### config.mk
export PLATFORM = sky130hd
export DESIGN_NAME = lc3ie_front
export DESIGN_NICKNAME = d
export VERILOG_FILES = /design/src/rtl/lc3ie_pkg.sv /design/src/rtl/lc3ie_front.sv
export SDC_FILE = /design/constraint.sdc
export NUM_CORES = 1
export LEC_CHECK = 0
export BUFFER_PORTS_ARGS = -buffer_cell sky130_fd_sc_hd__buf_2
export CORE_ASPECT_RATIO = 0.75
export CORE_MARGIN = 2
export CORE_UTILIZATION = 55
export DETAILED_ROUTE_END_ITERATION = 7
export GPL_TIMING_DRIVEN = 0
export PLACE_DENSITY_LB_ADDON = 0.25
export SYNTH_ARGS = -nofsm -noshare
export SYNTH_HDL_FRONTEND = slang
export SYNTH_SLANG_ARGS = --single-unit
### constraint.sdc
create_clock -name clock -period 6.01 [get_ports clock]
set_input_delay 1.202 -clock clock [delete_from_list [all_inputs] [get_ports clock]]
set_output_delay 1.202 -clock clock [all_outputs]
set_load 0.01 [all_outputs]
### src/rtl/lc3ie_pkg.sv
// Shared types, opcode and trap codes, and small helper functions for the LC-3 executor.
// Used by every module of the block; depends on nothing.
package lc3ie_pkg;

   localparam int MEM_WORDS_DEF = 65536;
   localparam int MAX_OUT_CHARS_DEF = 64;

   localparam logic [15:0] KBSR_ADDR = 16'hFE00;
   localparam logic [15:0] KBDR_ADDR = 16'hFE02;
   localparam logic [15:0] KB_READY_WORD = 16'h8000;

   localparam logic [2:0] FLAG_P = 3'd1;
   localparam logic [2:0] FLAG_Z = 3'd2;
   localparam logic [2:0] FLAG_N = 3'd4;

   localparam logic [1:0] OPC_LOAD = 2'd0;
   localparam logic [1:0] OPC_SETPC = 2'd1;
   localparam logic [1:0] OPC_EXEC = 2'd2;

   localparam logic [3:0] OP_BR = 4'd0;
   localparam logic [3:0] OP_ADD = 4'd1;
   localparam logic [3:0] OP_LD = 4'd2;
   localparam logic [3:0] OP_ST = 4'd3;
   localparam logic [3:0] OP_JSR = 4'd4;
   localparam logic [3:0] OP_AND = 4'd5;
   localparam logic [3:0] OP_LDR = 4'd6;
   localparam logic [3:0] OP_STR = 4'd7;
   localparam logic [3:0] OP_NOT = 4'd9;
   localparam logic [3:0] OP_LDI = 4'd10;
   localparam logic [3:0] OP_STI = 4'd11;
   localparam logic [3:0] OP_JMP = 4'd12;
   localparam logic [3:0] OP_LEA = 4'd14;
   localparam logic [3:0] OP_TRAP = 4'd15;

   localparam logic [7:0] TRAP_GETC = 8'h20;
   localparam logic [7:0] TRAP_OUT = 8'h21;
   localparam logic [7:0] TRAP_PUTS = 8'h22;
   localparam logic [7:0] TRAP_IN = 8'h23;
   localparam logic [7:0] TRAP_PUTSP = 8'h24;
   localparam logic [7:0] TRAP_HALT = 8'h25;

   localparam logic [7:0] PROMPT_CHAR = 8'h3E;

   typedef struct packed {
      logic [1:0] op;
      logic [15:0] address;
      logic [15:0] data;
      logic key_ready;
      logic [7:0] key_code;
   } req_word_type;

   typedef struct packed {
      logic out_valid;
      logic [7:0] out_char;
      logic last;
      logic halted;
      logic [15:0] pc_now;
      logic truncated;
   } rsp_word_type;

   typedef enum logic [3:0] {
      KIND_LOAD = 4'b0001,
      KIND_SETPC = 4'b0010,
      KIND_EXEC = 4'b0100,
      KIND_NOP = 4'b1000
   } kind_type;

   typedef struct packed {
      kind_type kind;
      logic [15:0] address;
      logic [15:0] data;
      logic key_ready;
      logic [7:0] key_code;
   } item_type;

   typedef struct packed {
      logic valid;
      logic [7:0] ch;
   } push_type;

   typedef struct packed {
      logic valid;
      logic halted;
      logic [15:0] pc;
      logic trunc;
   } fin_type;

   function automatic logic [15:0] sext5(input logic [4:0] v);
      return {{11{v[4]}}, v};
   endfunction

   function automatic logic [15:0] sext6(input logic [5:0] v);
      return {{10{v[5]}}, v};
   endfunction

   function automatic logic [15:0] sext9(input logic [8:0] v);
      return {{7{v[8]}}, v};
   endfunction

   function automatic logic [15:0] sext11(input logic [10:0] v);
      return {{5{v[10]}}, v};
   endfunction

   function automatic logic [2:0] flags_of(input logic [15:0] v);
      logic [2:0] f;
      if (v == 16'd0) begin
         f = FLAG_Z;
      end else if (v[15]) begin
         f = FLAG_N;
      end else begin
         f = FLAG_P;
      end
      return f;
   endfunction

endpackage

### src/rtl/lc3ie_front.sv
// Front end: accepts request words, classifies them and holds them in a two-entry queue.
// Depends on lc3ie_pkg.
module lc3ie_front (
   input  logic clock,
   input  logic reset,
   input  logic start,
   output logic busy,
   input  lc3ie_pkg::req_word_type req_word,
   output logic q_valid,
   output lc3ie_pkg::item_type q_item,
   input  logic pop
);

   lc3ie_pkg::item_type slot_ff [2];
   logic wr_ptr_ff, wr_ptr_in;
   logic rd_ptr_ff, rd_ptr_in;
   logic [1:0] cnt_ff, cnt_in;
   logic accept;
   lc3ie_pkg::item_type cls;

   assign busy = (cnt_ff == 2'd2);
   assign accept = start && !busy;
   assign q_valid = (cnt_ff != 2'd0);
   assign q_item = slot_ff[rd_ptr_ff];

   always_comb begin
      cls.address = req_word.address;
      cls.data = req_word.data;
      cls.key_ready = req_word.key_ready;
      cls.key_code = req_word.key_code;
      unique case (req_word.op)
         lc3ie_pkg::OPC_LOAD: cls.kind = lc3ie_pkg::KIND_LOAD;
         lc3ie_pkg::OPC_SETPC: cls.kind = lc3ie_pkg::KIND_SETPC;
         lc3ie_pkg::OPC_EXEC: cls.kind = lc3ie_pkg::KIND_EXEC;
         default: cls.kind = lc3ie_pkg::KIND_NOP;
      endcase
   end

   always_comb begin
      wr_ptr_in = accept ? !wr_ptr_ff : wr_ptr_ff;
      rd_ptr_in = pop ? !rd_ptr_ff : rd_ptr_ff;
      cnt_in = cnt_ff + {1'b0, accept} - {1'b0, pop};
   end

   always_ff @(posedge clock) begin
      if (reset) begin
         wr_ptr_ff <= 1'b0;
         rd_ptr_ff <= 1'b0;
         cnt_ff <= 2'd0;
      end else begin
         wr_ptr_ff <= wr_ptr_in;
         rd_ptr_ff <= rd_ptr_in;
         cnt_ff <= cnt_in;
      end
   end

   always_ff @(posedge clock) begin
      if (accept) begin
         slot_ff[wr_ptr_ff] <= cls;
      end
   end

`ifndef SYNTHESIS
   a_cnt_bound: assert property (@(posedge clock) disable iff (reset) cnt_ff <= 2'd2)
      else $error("queue count out of range");
   a_pop_nonempty: assert property (@(posedge clock) disable iff (reset) pop |-> cnt_ff != 2'd0)
      else $error("pop from empty queue");
   a_push_grows: assert property (@(posedge clock) disable iff (reset)
      accept && !pop |=> cnt_ff == $past(cnt_ff) + 2'd1)
      else $error("queue count did not grow on push");
`endif

endmodule

==> impl_metrics.env <==
export IMPL_holdWs_ps=507
export IMPL_core_sq_um=6220
export IMPL_peakVddDrop_uv=247
export IMPL_antenna_found_initial=0
export IMPL_p_sw_frac=0.230
export IMPL_clock_root_buffer="clkbuf_8"
export IMPL_worstHoldPathType="reg2reg"
export IMPL_cts_setup_buffers=0
export IMPL_placementRows=25
export IMPL_grt_pass1_wl_um=8620
export IMPL_synth_fp_nets=219
export IMPL_period_needed_ps=2740
export IMPL_p_clk_frac=0.297
export IMPL_drt_iter0_drc=45
export IMPL_final_cells=361
export IMPL_fmax_ghz=0.365
export IMPL_grt_overflow_total=0
export IMPL_p_leak_nw=1.65
export IMPL_finalCritPeriodShare=0.456
export IMPL_synth_cells=170
export IMPL_finalPower_w=0.00147
export IMPL_hold_viol_final=0
export IMPL_clockBufferDepth=2
export IMPL_grt_max_degree=46
export IMPL_crit_type="reg2out"
export IMPL_worst_slew_pin_transition_ps=1050
export IMPL_drcViolationCount=0
export IMPL_tns_ps=0
export IMPL_p_comb_frac=0.151
export IMPL_setup_viol=0
export IMPL_routed_wl_um=5780
export IMPL_detail_route_vias_per_cell=5.01
export IMPL_cts_repair_resize_count=0
export IMPL_dr_pass1_iters=4
export IMPL_cp_max_fo=10
export IMPL_seqPwrFrac=0.552
export IMPL_grt_usage=0.171
export IMPL_die_area_sq_um=7050
export IMPL_startpoint_type="flip-flop"
export IMPL_end_kind="output port"
export IMPL_cts_hold_buf=0
export IMPL_timing_slew_headroom=0.299
export IMPL_initial_utilization=0.564
export IMPL_clkSinkCount=95
export IMPL_required_ps=4810
export IMPL_syn_area_per_cell_sq_um=20.7
export IMPL_chipWidth_um=96.3
export IMPL_port_buffers=93
export IMPL_yosysSeqAreaShare=0.798
export IMPL_regArea_sq_um=2800
export IMPL_n_fill_cell=432
export IMPL_area_delta_synth_final_pct=22.7
export IMPL_maxCapViolations=0
export IMPL_synth_warnings=0
export IMPL_drv_slew=0
export IMPL_p_int_w=0.00113
export IMPL_skew_ps=6.40
export IMPL_htreeDepth=3
export IMPL_rsz0062_at_grt="no"
export IMPL_ios=94
export IMPL_hpwl_um=3900
export IMPL_routedWlPerCell_um=16.0
export IMPL_grt_pass1_vias=1876
export IMPL_numCtsBuffers=9
export IMPL_cts_tree="yes"
export IMPL_multi_input_area_sq_um=643
export IMPL_ys_ff_latch=95
export IMPL_die_h_um=73.2
export IMPL_clk_latency_ps=350
export IMPL_clk_pin_slew_worst_paths_ps=80
export IMPL_power_density_nw_per_um2=342
export IMPL_ant_nets=0
export IMPL_post_place_cells=345
export IMPL_gp_congestion=0.716
export IMPL_ys_types=21
export IMPL_nets=324
export IMPL_drive_gt1_frac=0.579
export IMPL_switching_power_w=0.000339
export IMPL_critPathArrivalTime_ps=1540
export IMPL_fin_util=0.693
export IMPL_outcome="finished clean"
export IMPL_vias=1810
export IMPL_syn_cell_area_sq_um=3510
export IMPL_diodes=0
-- final cells by class --
class / count / share of cell area
sequential: 95 / 0.650
multi-input combinational: 66 / 0.149
timing repair buffer: 94 / 0.113
clock buffer: 9 / 0.0287
tap: 81 / 0.0235
clock inverter: 7 / 0.0203
buffer: 5 / 0.0122
inverter: 4 / 0.00348
-- power groups by stage --
stage | combinational [W] | sequential [W] | clock, W
after floorplan | 0.000134 | 0.000825 | 0
after global placement | 0.000216 | 0.000827 | 0
after detailed placement | 0.000225 | 0.000829 | 0
after CTS | 0.000226 | 0.000814 | 0.000447
after global routing | 0.000244 | 0.000820 | 0.000468
final | 0.000222 | 0.000813 | 0.000437
-- layout by cell type, fill, tap and decap left out, types with 2 or more instances in the layout --
master and instances:
and2_1 2, buf_2 93, buf_6 4, bufinv_16 2, clkbuf_8 9, clkinv_1 3
dfxtp_1 5, edfxtp_1 90, ha_1 2, inv_1 2, inv_2 2, mux2_2 45
nor2_1 4, nor2b_1 3
-- path summary, 6_finish.rpt --
kind	start	endpoint	slack, ps	depth (start not counted)
setup reg to reg	cnt_ff[0]	slot_ff[0][5]	4210	5
hold / removal	wr_ptr_ff	wr_ptr_ff	510	2
hold reg to reg	wr_ptr_ff	wr_ptr_ff	510	2
setup / recovery	flip-flop	q_item[37]	3270	4
-- worst max-delay path, stage by stage (launching register included) --
cell	delay [ps]
dfxtp_1	330
buf_4	190
buf_6	170
mux2_2	350
buf_2	140
-- through the flow --
stage / setup slack, ps / area, sq um
after global placement: 2540 / 4080
after global routing: 3200 / 4310
final: 3270 / 4310
after floorplan: 3130 / 3510
after detailed placement: 3310 / 4100
after CTS: 3240 / 4310
-- cell families (layout without fill, tap and decap cells) --
logic type,Yosys count,after routing,share of synthesized area
buffers and inverters,9,119,0.0192
flip-flops,95,95,0.798
AND/OR/NAND/NOR,15,15,0.0239
AO/OA/AOI/OAI,2,2,0.00285
multiplexers,45,45,0.144
adder cells (fa/ha/maj),2,2,0.00712
XOR/XNOR,2,2,0.00499
-- registers in the layout, summed over array words and instances (netlist names), named ones only --
name       flops
rd_ptr_ff      1
cnt_ff         2
slot_ff       90
wr_ptr_ff      1
-- metal layers --
layer  track usage  share of wire
met5             0              0
met4        0.0610          0.014
met3        0.0702          0.079
met2         0.293           0.51
met1         0.195           0.39
-- Yosys cell counts --
library cell / number / area share
buf_4: 1 / 0.0021
or3_1: 1 / 0.0018
or2_2: 1 / 0.0018
xnor2_1: 1 / 0.0025
o21ai_0: 1 / 0.0014
and2_1: 2 / 0.0036
and3_2: 1 / 0.0021
edfxtp_1: 90 / 0.77
a21oi_1: 1 / 0.0014
nand2b_2: 1 / 0.0025
inv_2: 1 / 0.0011
nor2b_1: 3 / 0.0053
dfxtp_1: 5 / 0.028
ha_1: 2 / 0.0071
xor2_1: 1 / 0.0025
mux2_2: 45 / 0.14
nor2_1: 4 / 0.0043
buf_6: 4 / 0.013
nand2_1: 1 / 0.0011
inv_1: 3 / 0.0032
nor3_1: 1 / 0.0014
Power figures use the tool's default switching activity.
