==> src/rtl/lc3ie_pkg.sv <==
// Shared types, opcode and trap codes, and small helper functions for the LC-3 executor.
// Used by every module of the block; depends on nothing.
package lc3ie_pkg;

   localparam int MEM_WORDS_DEF = 65536;
   localparam int MAX_OUT_CHARS_DEF = 64;

   localparam logic [15:0] KBSR_ADDR = 16'hFE00;
   localparam logic [15:0] KBDR_ADDR = 16'hFE02;
   localparam logic [15:0] KB_READY_WORD = 16'h8000;

   localparam logic [2:0] FLAG_P = 3'd1;
   localparam logic [2:0] FLAG_Z = 3'd2;
   localparam logic [2:0] FLAG_N = 3'd4;

   localparam logic [1:0] OPC_LOAD = 2'd0;
   localparam logic [1:0] OPC_SETPC = 2'd1;
   localparam logic [1:0] OPC_EXEC = 2'd2;

   localparam logic [3:0] OP_BR = 4'd0;
   localparam logic [3:0] OP_ADD = 4'd1;
   localparam logic [3:0] OP_LD = 4'd2;
   localparam logic [3:0] OP_ST = 4'd3;
   localparam logic [3:0] OP_JSR = 4'd4;
   localparam logic [3:0] OP_AND = 4'd5;
   localparam logic [3:0] OP_LDR = 4'd6;
   localparam logic [3:0] OP_STR = 4'd7;
   localparam logic [3:0] OP_NOT = 4'd9;
   localparam logic [3:0] OP_LDI = 4'd10;
   localparam logic [3:0] OP_STI = 4'd11;
   localparam logic [3:0] OP_JMP = 4'd12;
   localparam logic [3:0] OP_LEA = 4'd14;
   localparam logic [3:0] OP_TRAP = 4'd15;

   localparam logic [7:0] TRAP_GETC = 8'h20;
   localparam logic [7:0] TRAP_OUT = 8'h21;
   localparam logic [7:0] TRAP_PUTS = 8'h22;
   localparam logic [7:0] TRAP_IN = 8'h23;
   localparam logic [7:0] TRAP_PUTSP = 8'h24;
   localparam logic [7:0] TRAP_HALT = 8'h25;

   localparam logic [7:0] PROMPT_CHAR = 8'h3E;

   typedef struct packed {
      logic [1:0] op;
      logic [15:0] address;
      logic [15:0] data;
      logic key_ready;
      logic [7:0] key_code;
   } req_word_type;

   typedef struct packed {
      logic out_valid;
      logic [7:0] out_char;
      logic last;
      logic halted;
      logic [15:0] pc_now;
      logic truncated;
   } rsp_word_type;

   typedef enum logic [3:0] {
      KIND_LOAD = 4'b0001,
      KIND_SETPC = 4'b0010,
      KIND_EXEC = 4'b0100,
      KIND_NOP = 4'b1000
   } kind_type;

   typedef struct packed {
      kind_type kind;
      logic [15:0] address;
      logic [15:0] data;
      logic key_ready;
      logic [7:0] key_code;
   } item_type;

   typedef struct packed {
      logic valid;
      logic [7:0] ch;
   } push_type;

   typedef struct packed {
      logic valid;
      logic halted;
      logic [15:0] pc;
      logic trunc;
   } fin_type;

   function automatic logic [15:0] sext5(input logic [4:0] v);
      return {{11{v[4]}}, v};
   endfunction

   function automatic logic [15:0] sext6(input logic [5:0] v);
      return {{10{v[5]}}, v};
   endfunction

   function automatic logic [15:0] sext9(input logic [8:0] v);
      return {{7{v[8]}}, v};
   endfunction

   function automatic logic [15:0] sext11(input logic [10:0] v);
      return {{5{v[10]}}, v};
   endfunction

   function automatic logic [2:0] flags_of(input logic [15:0] v);
      logic [2:0] f;
      if (v == 16'd0) begin
         f = FLAG_Z;
      end else if (v[15]) begin
         f = FLAG_N;
      end else begin
         f = FLAG_P;
      end
      return f;
   endfunction

endpackage

==> src/rtl/lc3ie_emit.sv <==
// Result stage: buffers the characters of one word and streams them out as results.
// Depends on lc3ie_pkg; fed by lc3ie_exec.
module lc3ie_emit #(
   parameter int MAX_OUT_CHARS = lc3ie_pkg::MAX_OUT_CHARS_DEF,
   localparam int IW = $clog2(MAX_OUT_CHARS),
   localparam int CW = $clog2(MAX_OUT_CHARS + 1)
) (
   input  logic clock,
   input  logic reset,
   input  lc3ie_pkg::push_type push,
   input  logic [IW-1:0] push_idx,
   input  lc3ie_pkg::fin_type fin,
   input  logic [CW-1:0] fin_count,
   output logic emit_busy,
   output logic rsp_strobe,
   output lc3ie_pkg::rsp_word_type rsp_word
);

   logic [7:0] buf_mem [MAX_OUT_CHARS];
   logic [7:0] buf_q;
   logic run_ff, run_in;
   logic [CW-1:0] ptr_ff, ptr_in;
   logic [CW-1:0] total_ff, total_in;
   logic strobe_ff, strobe_in;
   logic last_ff, last_in;
   logic chars_ff, chars_in;
   logic halted_ff, halted_in;
   logic [15:0] pc_ff, pc_in;
   logic trunc_ff, trunc_in;
   logic [CW-1:0] ptr_next;

   assign emit_busy = run_ff || strobe_ff;
   assign ptr_next = ptr_ff + CW'(1);

   always_comb begin
      run_in = run_ff;
      ptr_in = ptr_ff;
      total_in = total_ff;
      strobe_in = 1'b0;
      last_in = last_ff;
      chars_in = chars_ff;
      halted_in = halted_ff;
      pc_in = pc_ff;
      trunc_in = trunc_ff;
      if (fin.valid) begin
         halted_in = fin.halted;
         pc_in = fin.pc;
         trunc_in = fin.trunc;
         total_in = fin_count;
         ptr_in = '0;
         if (fin_count == '0) begin
            strobe_in = 1'b1;
            last_in = 1'b1;
            chars_in = 1'b0;
         end else begin
            run_in = 1'b1;
         end
      end else if (run_ff) begin
         strobe_in = 1'b1;
         chars_in = 1'b1;
         last_in = (ptr_next == total_ff);
         ptr_in = ptr_next;
         if (ptr_next == total_ff) begin
            run_in = 1'b0;
         end
      end
   end

   always_ff @(posedge clock) begin
      if (reset) begin
         run_ff <= 1'b0;
         strobe_ff <= 1'b0;
      end else begin
         run_ff <= run_in;
         strobe_ff <= strobe_in;
      end
   end

   always_ff @(posedge clock) begin
      ptr_ff <= ptr_in;
      total_ff <= total_in;
      last_ff <= last_in;
      chars_ff <= chars_in;
      halted_ff <= halted_in;
      pc_ff <= pc_in;
      trunc_ff <= trunc_in;
   end

   always_ff @(posedge clock) begin
      if (push.valid) begin
         buf_mem[push_idx] <= push.ch;
      end
      buf_q <= buf_mem[ptr_ff[IW-1:0]];
   end

   assign rsp_strobe = strobe_ff;
   assign rsp_word.out_valid = chars_ff;
   assign rsp_word.out_char = chars_ff ? buf_q : 8'd0;
   assign rsp_word.last = last_ff;
   assign rsp_word.halted = halted_ff;
   assign rsp_word.pc_now = pc_ff;
   assign rsp_word.truncated = trunc_ff;

`ifndef SYNTHESIS
   a_last_gap: assert property (@(posedge clock) disable iff (reset)
      rsp_strobe && rsp_word.last |=> !rsp_strobe)
      else $error("result directly after the final one");
   a_fin_idle: assert property (@(posedge clock) disable iff (reset)
      fin.valid |-> !emit_busy)
      else $error("completion while results still streaming");
   a_empty_last: assert property (@(posedge clock) disable iff (reset)
      rsp_strobe && !rsp_word.out_valid |-> rsp_word.last)
      else $error("characterless result not final");
`endif

endmodule

==> config.mk <==
export PLATFORM = sky130hd
export DESIGN_NAME = lc3ie_emit
export DESIGN_NICKNAME = d
export VERILOG_FILES = /design/src/rtl/lc3ie_pkg.sv /design/src/rtl/lc3ie_emit.sv
export SDC_FILE = /design/constraint.sdc
export NUM_CORES = 1
export LEC_CHECK = 0
export ABC_CLOCK_PERIOD_IN_PS = 2200
export BUFFER_PORTS_ARGS = -buffer_cell sky130_fd_sc_hd__buf_2
export CAP_MARGIN = 20
export CORE_ASPECT_RATIO = 1.1
export CORE_MARGIN = 4
export CORE_UTILIZATION = 61
export DETAILED_ROUTE_END_ITERATION = 8
export PLACE_DENSITY = 0.79
export SLEW_MARGIN = 10
export SYNTH_ARGS = -nofsm -noshare
export SYNTH_HDL_FRONTEND = slang
export SYNTH_SLANG_ARGS = --single-unit
==> constraint.sdc <==
create_clock -name clock -period 2.2 [get_ports clock]
set_input_delay 0.44 -clock clock [delete_from_list [all_inputs] [get_ports clock]]
set_output_delay 0.44 -clock clock [all_outputs]
set_load 0.02 [all_outputs]
==> results.md, run 1 <==
Yosys:
- Sequential elements use roughly three quarters of the synthesized area.
- The average instance in the mapped netlist occupies between 20 and 25 um^2.
- The number of synthesis warnings is 0.
- In this run, synthesis inferred roughly 540 flip-flops with an integrated enable.
- The unique cell type count in the Yosys netlist is 46.
- The most common flop cell mapped by yosys is edfxtp_1.
- In this run, synthesis produced a sequential element count of 556.
- The synthesized cell area is around 22000 um^2.
- The number of nets handed over by synthesis was roughly 1100.
- Synthesis produced a netlist whose cell count is between 1000 and 1500.
- The proportion of register bits with asynchronous set or reset after synthesis is 0%.

Die:
- The initial utilization of the core area, before any placement, comes to between 60% and 70%.
- The floorplan step set the die width to about 190 um.
- The height of the die is around 210 um.
- The count of pins on the block boundary is 73.
- The full die area is roughly 38000 um^2.
- The initialized floorplan defines 72 standard-cell rows.
- The floorplan core area is about 35000 um^2.

Worst setup path:
- The critical path in this run is classified as flip-flop to flip-flop.
- The largest single stage delay on the critical path is about 0.52 ns.
- The worst setup path is captured at a flip-flop.
- The worst path buffer plus inverter count is 3.
- Walking the worst path, the cells encountered are buf_4 > buf_12 > mux4_2 > mux2_2 > o22ai_4 > buf_4 > o31ai_1.
- The data required time at the worst endpoint is 2.65 ns.
- The family with the most delay on the worst path is multiplexers.
- The most used cell along the critical path is buf_4.
- The largest fanout of any net on the critical path is 12.
- The launching element type of the critical path is a flip-flop.
- Among all stages on the critical path, the largest delay is contributed by mux4_2.
- The data arrival time at the worst-slack endpoint is 2.62 ns.

Timing:
- The number of slew-limit violations in the final report came to 0.
- The number of endpoints failing setup at the final stage is 0.
- Of the available clock period, the critical path in the final layout requires 98.76%.
- The shortest period the worst path allows is around 2.2 ns.
- The clock tree skew after final layout is 0.01485 ns.
- The maximum operating frequency is about 460 MHz.
- The measured slew at the worst slew-check pin is roughly 0.66 ns.
- The final-report hold violation count is 0.
- The worst pin sits at a relative slew slack of approximately 56%.
- Hold timing on the final database bottoms out at a slack of 0.03494 ns.

Route:
- The first TritonRoute pass finished after 6 iterations.
- The wire length reported by the detailed router is about 51 mm.
- The mean number of vias per cell is 6.522.
- The routed wirelength normalized by instance count is between 20 and 30 um.
- The detail route stage leaves a number of antenna-violating nets equal to 0.
- The detailed router placed roughly 11000 vias in this run.
- The DRC violation total after the first TritonRoute iteration is between 1000 and 1500.
- After detailed routing, the number of remaining DRC violations is 0.

Placement:
- The quantity of I/O buffers inserted on ports is between 70 and 80.
- Counting tap cells, the placed design contains a total of 1660 instances.
- The congestion estimate from routability-driven global placement came to roughly 0.87.
- The estimated wirelength of the detail-placed design is 30.40 mm.

Finish:
- Leaving out filler cells and counting taps, the final layout contains 1763.
- The diode insertion count for antenna repair is 0.
- The growth of design area from synthesis to finish is 17.91%.
- In the layout the commonest cells are edfxtp_1, buf_4, mux4_2.
- The post-route netlist has a little over a third of its cells at a drive strength greater than 1.
- The number of nets in the finished design is 1320.
- The library cell used most frequently in the layout, excluding fill and tap cells, is edfxtp_1.

GRT:
- The number of antenna violations at the first check in global routing is 1.
- The number of global-route vias before repair was roughly 12000.
- The final global-route overflow total is 0.
- Global routing used between 20% and 30% of the available tracks across all layers.
- The first-pass GRT wire length is around 75 mm.
- The pin count of the biggest net entering global routing is 65.

Power and ir drop:
- Net switching is between 20 and 25% of the power.
- The proportion of power drawn by combinational gates is under 10%.
- The total power density per cell area is just under 900 nW/um^2.
- The fraction of power consumed by sequential logic is between 50 and 60%.
- Overall power consumption after layout is estimated at between 20 and 25 mW.
- The reported leakage power is 8.293 nW.
- The peak ir drop on the vdd network is slightly below 0.8 mV.
- The switching power summed over all nets is 4.715 mW.
- Cell internal power was estimated by the tool at 18.02 mW.
- The clock network fraction of design power is approximately 41%.

CTS:
- The root buffer cell is clkbuf_16.
- The number of levels in the clock H-tree is 2.
- The clock-pin slew of the registers on the worst-case setup and hold paths is about 0.060 ns.
- The later-pin clock latency in the skew report is approximately 0.58 ns.
- The clock passes through at most 3 buffers.
- The clock net sink count is between 500 and 600.
- Clock tree synthesis inserted a total of 53 buffers.
- TritonCTS built the clock tree.

Outcome:
- The run finished with clean final reports.

Job:
- The number of maximum-capacitance violations is 0.

Worst hold path:
- The type of the tightest min-delay check is primary input to flip-flop.
## synth_stat cells, types with 6 or more instances
master | n | area, um^2
edfxtp_1 | 539 | 16190
mux4_2 | 124 | 2793
nor2_1 | 86 | 322.8
nand2_1 | 28 | 105.1
nor2b_1 | 21 | 131.4
buf_2 | 18 | 90.09
clkbuf_1 | 18 | 67.56
dfxtp_1 | 17 | 340.3
mux2_2 | 15 | 168.9
mux2i_1 | 14 | 140.1
o22ai_1 | 13 | 81.33
nand3_1 | 12 | 60.06
a211oi_1 | 11 | 82.58
buf_4 | 11 | 82.58
nor3_1 | 11 | 55.05
buf_6 | 10 | 112.6
and2_1 | 8 | 50.05
xnor2_1 | 8 | 70.07
nand2b_1 | 7 | 43.79
o221ai_1 | 7 | 61.31
xor2_1 | 7 | 61.31
a22oi_1 | 6 | 45.04
and3_1 | 6 | 37.54
o21ai_0 | 6 | 30.03
or4_1 | 6 | 45.04
## per-stage QoR
step	worst slack, ns	setup TNS (ns)	utilization, %	instance area (um^2)
after floorplan	0.1895	0	-	21600
after global placement	-0.02418	-0.02418	67.05	23500
after detailed placement	-0.05404	-0.07927	67.05	23500
after CTS	0.003645	0	72.40	25370
after global routing	-0.02011	-0.03037	72.67	25470
final	0.02726	0	72.67	25470
## worst paths after layout
kind | startpoint | slack (ns) | end | depth (start not counted)
max | ptr_ff[0] | 0.03 | buf_q[2] | 7
min | reset | 0.03 | rsp_strobe | 2
max reg2reg | ptr_ff[0] | 0.03 | buf_q[2] | 7
min reg2reg | ptr_ff[6] | 0.56 | ptr_ff[6] | 2
## state kept, by name (all words and copies together), names as in the netlist
register and count:
buf_mem 512, pc_ff 16, buf_q 8, ptr_ff 7, total_ff 7, chars_ff 1
halted_ff 1, last_ff 1, rsp_strobe 1, run_ff 1, trunc_ff 1
## final cells by class
class	count	area (um^2)
Clock buffer	57	1341
Clock inverter	41	456.7
Fill cell	1900	9577
Inverter	2	7.507
Multi-Input combinational cell	439	4776
Sequential cell	556	16540
Tap cell	444	555.5
Timing Repair Buffer	224	1793
## repair_timing
item	CTS	global route
gates cloned	1	1
hold buffers	0	0
endpoints found under the setup margin	4	8
pin swaps	2	1
gates resized for setup	9	9
setup buffers	0	3
## routing by layer
metal  up-vias  share of wire, %  track usage, %
li1       4779                 -               -
met1      5883                37           35.67
met2       697                51           44.65
met3       138               8.8           5.005
met4         2               3.7           10.12
met5         -             0.024               0
## cells by family after synthesis
group / synth area share, %
compound gates: 2.242
xor+xnor: 0.6083
fa+ha+maj: 0.05792
buf+inv: 1.738
flops: 76.51
mux: 14.36
simple gates: 4.478
## power groups by stage
stage                     Sequential (mW)  Combinational [mW]  Clock (mW)
after CTS                            11.8                1.50        9.49
final                                11.8                1.54        9.40
after global routing                 11.8                1.63        9.96
after global placement               12.0                1.43           0
after detailed placement             12.0                1.45           0
after floorplan                      12.0               0.861           0
Power figures use the tool's default switching activity.
==> run 2, diff against run 1 <==
--- a/config.mk
+++ b/config.mk
@@ -10,9 +10,9 @@
 export CAP_MARGIN = 20
 export CORE_ASPECT_RATIO = 1.1
 export CORE_MARGIN = 4
-export CORE_UTILIZATION = 61
+export CORE_UTILIZATION = 58
 export DETAILED_ROUTE_END_ITERATION = 8
-export PLACE_DENSITY = 0.79
+export PLACE_DENSITY = 0.75
 export SLEW_MARGIN = 10
 export SYNTH_ARGS = -nofsm -noshare
 export SYNTH_HDL_FRONTEND = slang
==> run 2 against run 1 <==
Net effect:
- non-clock buffer count fell by 15
- clock power fell by 6.9%
- global-route usage fell by 2.1 points
- critical path depth fell by 1
- sequential power barely moved
- critical endpoint is now buf_q[3]
- highest routed layer is now met4
- worst setup slack improved by 0.035 ns
==> results.md, run 2 (synthesis gave the netlist of run 1 again) <==
Finish:
- The final layout contains ~1300 nets.
- The diode insertion count for antenna repair is 0.
- The register with the most flip-flops is buf_mem.
- The register with the most flip-flops in the layout has slightly above 500 of them.
- The most frequent standard cell in the layout excluding fill and tap cells is edfxtp_1.
- The library cells used most frequently in the layout, excluding fill and tap cells, are edfxtp_1, mux4_2, buf_4.
- For this run, the share of the core covered by cells in the final layout is between 60% and 70%.
- In the final layout, the registers with the most flip-flops are buf_mem x512, pc_ff x16, buf_q x8.
- The fraction of final layout cells sized beyond drive strength 1 is between 30% and 40%.
- The growth of design area from synthesis to finish is 16.42%.

Route:
- The pre-antenna-repair detailed-routing pass consisted of 5 iterations.
- Dividing the detail-routed wire length by the instance count gives 27.10 um.
- The mean number of vias per cell is 6.218.
- The DRC violation total after the first TritonRoute iteration is ~1300.
- The wire length reported by the detailed router is just under 50 mm.
- The total DRC errors in the routed layout is 0.
- The detailed router placed roughly 11000 vias in this run.
- Once detail routing completed, the nets flagged for antenna violations numbered 0.

CTS:
- TritonCTS built the clock tree.
- The clock net sink count is roughly 560.
- In this run the deepest clock path goes through 3 buffers.
- After clock tree synthesis, the clock-pin slew on the worst setup and hold paths is about 0.060 ns.
- In this run the number of H-tree levels came out at 2.
- TritonCTS created 53 clock buffers.
- The root buffer cell is clkbuf_16.
- The later pin in the worst-skew pair is clocked with a latency of 0.59 ns.

Worst hold path:
- The type of the tightest min-delay check is primary input to flip-flop.

Timing:
- At the pin with the least slew margin, the transition time is about 0.73 ns.
- Setup repair after global routing could not meet its margin everywhere.
- The worst path uses a little over nine tenths of the clock period.
- On the final layout, the worst clock skew is 0.01419 ns.
- Adding up every negative setup slack in the final design gives 0 ns.
- The number of slew-limit violations in the final report was 0.
- The final-report hold violation count is 0.
- The shortest period the worst path allows is ~2.1 ns.
- The headroom to the max-slew limit is around half.
- Setup violations remaining at the end of the flow were counted as 0.
- The maximum operating frequency is roughly 470 MHz.

Die:
- The die is 192.0 um wide.
- The die covers 40390 um^2.
- The number of placement rows is 73.
- The die is around 210 um tall.
- The floorplan core area is 36440 um^2.
- The count of pins on the block boundary is 73.
- The effective utilization at floorplan is approximately 59%.

Power and ir drop:
- In this run the power density over the cells is approximately 880 nW/um^2.
- In this run switching power makes up around 21% of total power.
- The fraction of power consumed by sequential logic is 53.6%.
- Summed over all nets, the switching power comes to 4.565 mW.
- VDD sags by at most 0.8896 mV.
- The proportion of power drawn by combinational gates is under 10%.
- The clock network fraction of design power is 39.7%.
- In this run the static leakage power is 8.115 nW.
- Cell internal power was estimated by the tool at approximately 17 mW.

Worst setup path:
- STA classifies the critical path startpoint as a flip-flop.
- The endpoint type of the worst setup path is a flip-flop.
- The data required time at the worst endpoint is between 2 and 3 ns.
- The critical path is of the flip-flop to flip-flop type.
- The largest fanout of any net on the critical path is 18.
- Data arrives at the worst endpoint at 2.61 ns.

Outcome:
- The run finished with clean final reports.

GRT:
- The number of global-route vias before repair is approximately 11000.
- The total track usage is approximately 25%.
- The first-pass GRT wire length is between 70 and 80 mm.
- Entering global routing, the biggest net connects 65 pins.
- The final global-route overflow total is 0.
- The number of antenna violations at the first check in global routing was 1.

Placement:
- Buffers placed on the I/O ports in this run total 72.
- Routability-driven placement finished with a final weighted congestion of about 0.85.
- The estimated wirelength of the detail-placed design is between 20 and 30 mm.

Job:
- The number of maximum-capacitance violations is 0.
## run 2: final timing paths
check        startpoint        end  slack (ns)  cells after the start
min             fin[16]  pc_ff[15]        0.03                      1
max reg2reg   ptr_ff[0]   buf_q[3]        0.06                      6
min reg2reg   ptr_ff[6]  ptr_ff[6]        0.55                      2
max           ptr_ff[0]   buf_q[3]        0.06                      6
## run 2: final cells by class
| type | count | area (um^2) |
|---|---|---|
| Timing Repair Buffer | 209 | 1609 |
| Inverter | 2 | 7.507 |
| Fill cell | 2254 | 11300 |
| Clock buffer | 76 | 1485 |
| Clock inverter | 21 | 182.7 |
| Tap cell | 487 | 609.3 |
| Multi-Input combinational cell | 439 | 4716 |
| Sequential cell | 556 | 16540 |
## run 2: power groups by stage
stage          combinational (mW)  sequential, mW  clock (mW)
3_5_place_dp                 1.44            12.0           0
5_1_grt                      1.56            11.8        9.33
3_3_place_gp                 1.42            12.0           0
4_1_cts                      1.45            11.8        8.86
6_report                     1.47            11.8        8.75
2_1_floorplan               0.861            12.0           0
## run 2: routing by layer
layer | GRT usage (%) | routed length (um)
met1 | 33.81 | 18350
met3 | 5.300 | 4594
met5 | 0 | 0
met2 | 39.54 | 23760
met4 | 8.780 | 1802
## run 2: metrics by stage
step / setup slack, ns / power (mW) / hold slack [ns] / std cells / instance area [um^2]
finish: 0.06203 / 22.02 / 0.02767 / 1790 / 25150
global route: -0.02234 / 22.70 / 0.007442 / 1790 / 25150
CTS: 0.01340 / 22.12 / 0.002146 / 1782 / 25050
detailed placement: 0.03717 / 13.47 / 0.5340 / 1683 / 23360
global placement: 0.02337 / 13.44 / 0.5240 / 1683 / 23360
floorplan: 0.1895 / 12.89 / 0.5036 / 1058 / 21600
## run 2: worst max-delay path: stages (launching register included)
cell	delay (ns)
dfxtp_4	0.49
buf_12	0.23
mux4_2	0.56
a31oi_1	0.20
and3_1	0.24
or4_1	0.20
o31ai_1	0.09
## run 2: timing repair
action                     CTS  global route
setup buffers                0             8
gates resized for setup      0             7
hold endpoints to repair     2             0
setup endpoints to repair    0             7
hold buffers                 2             0
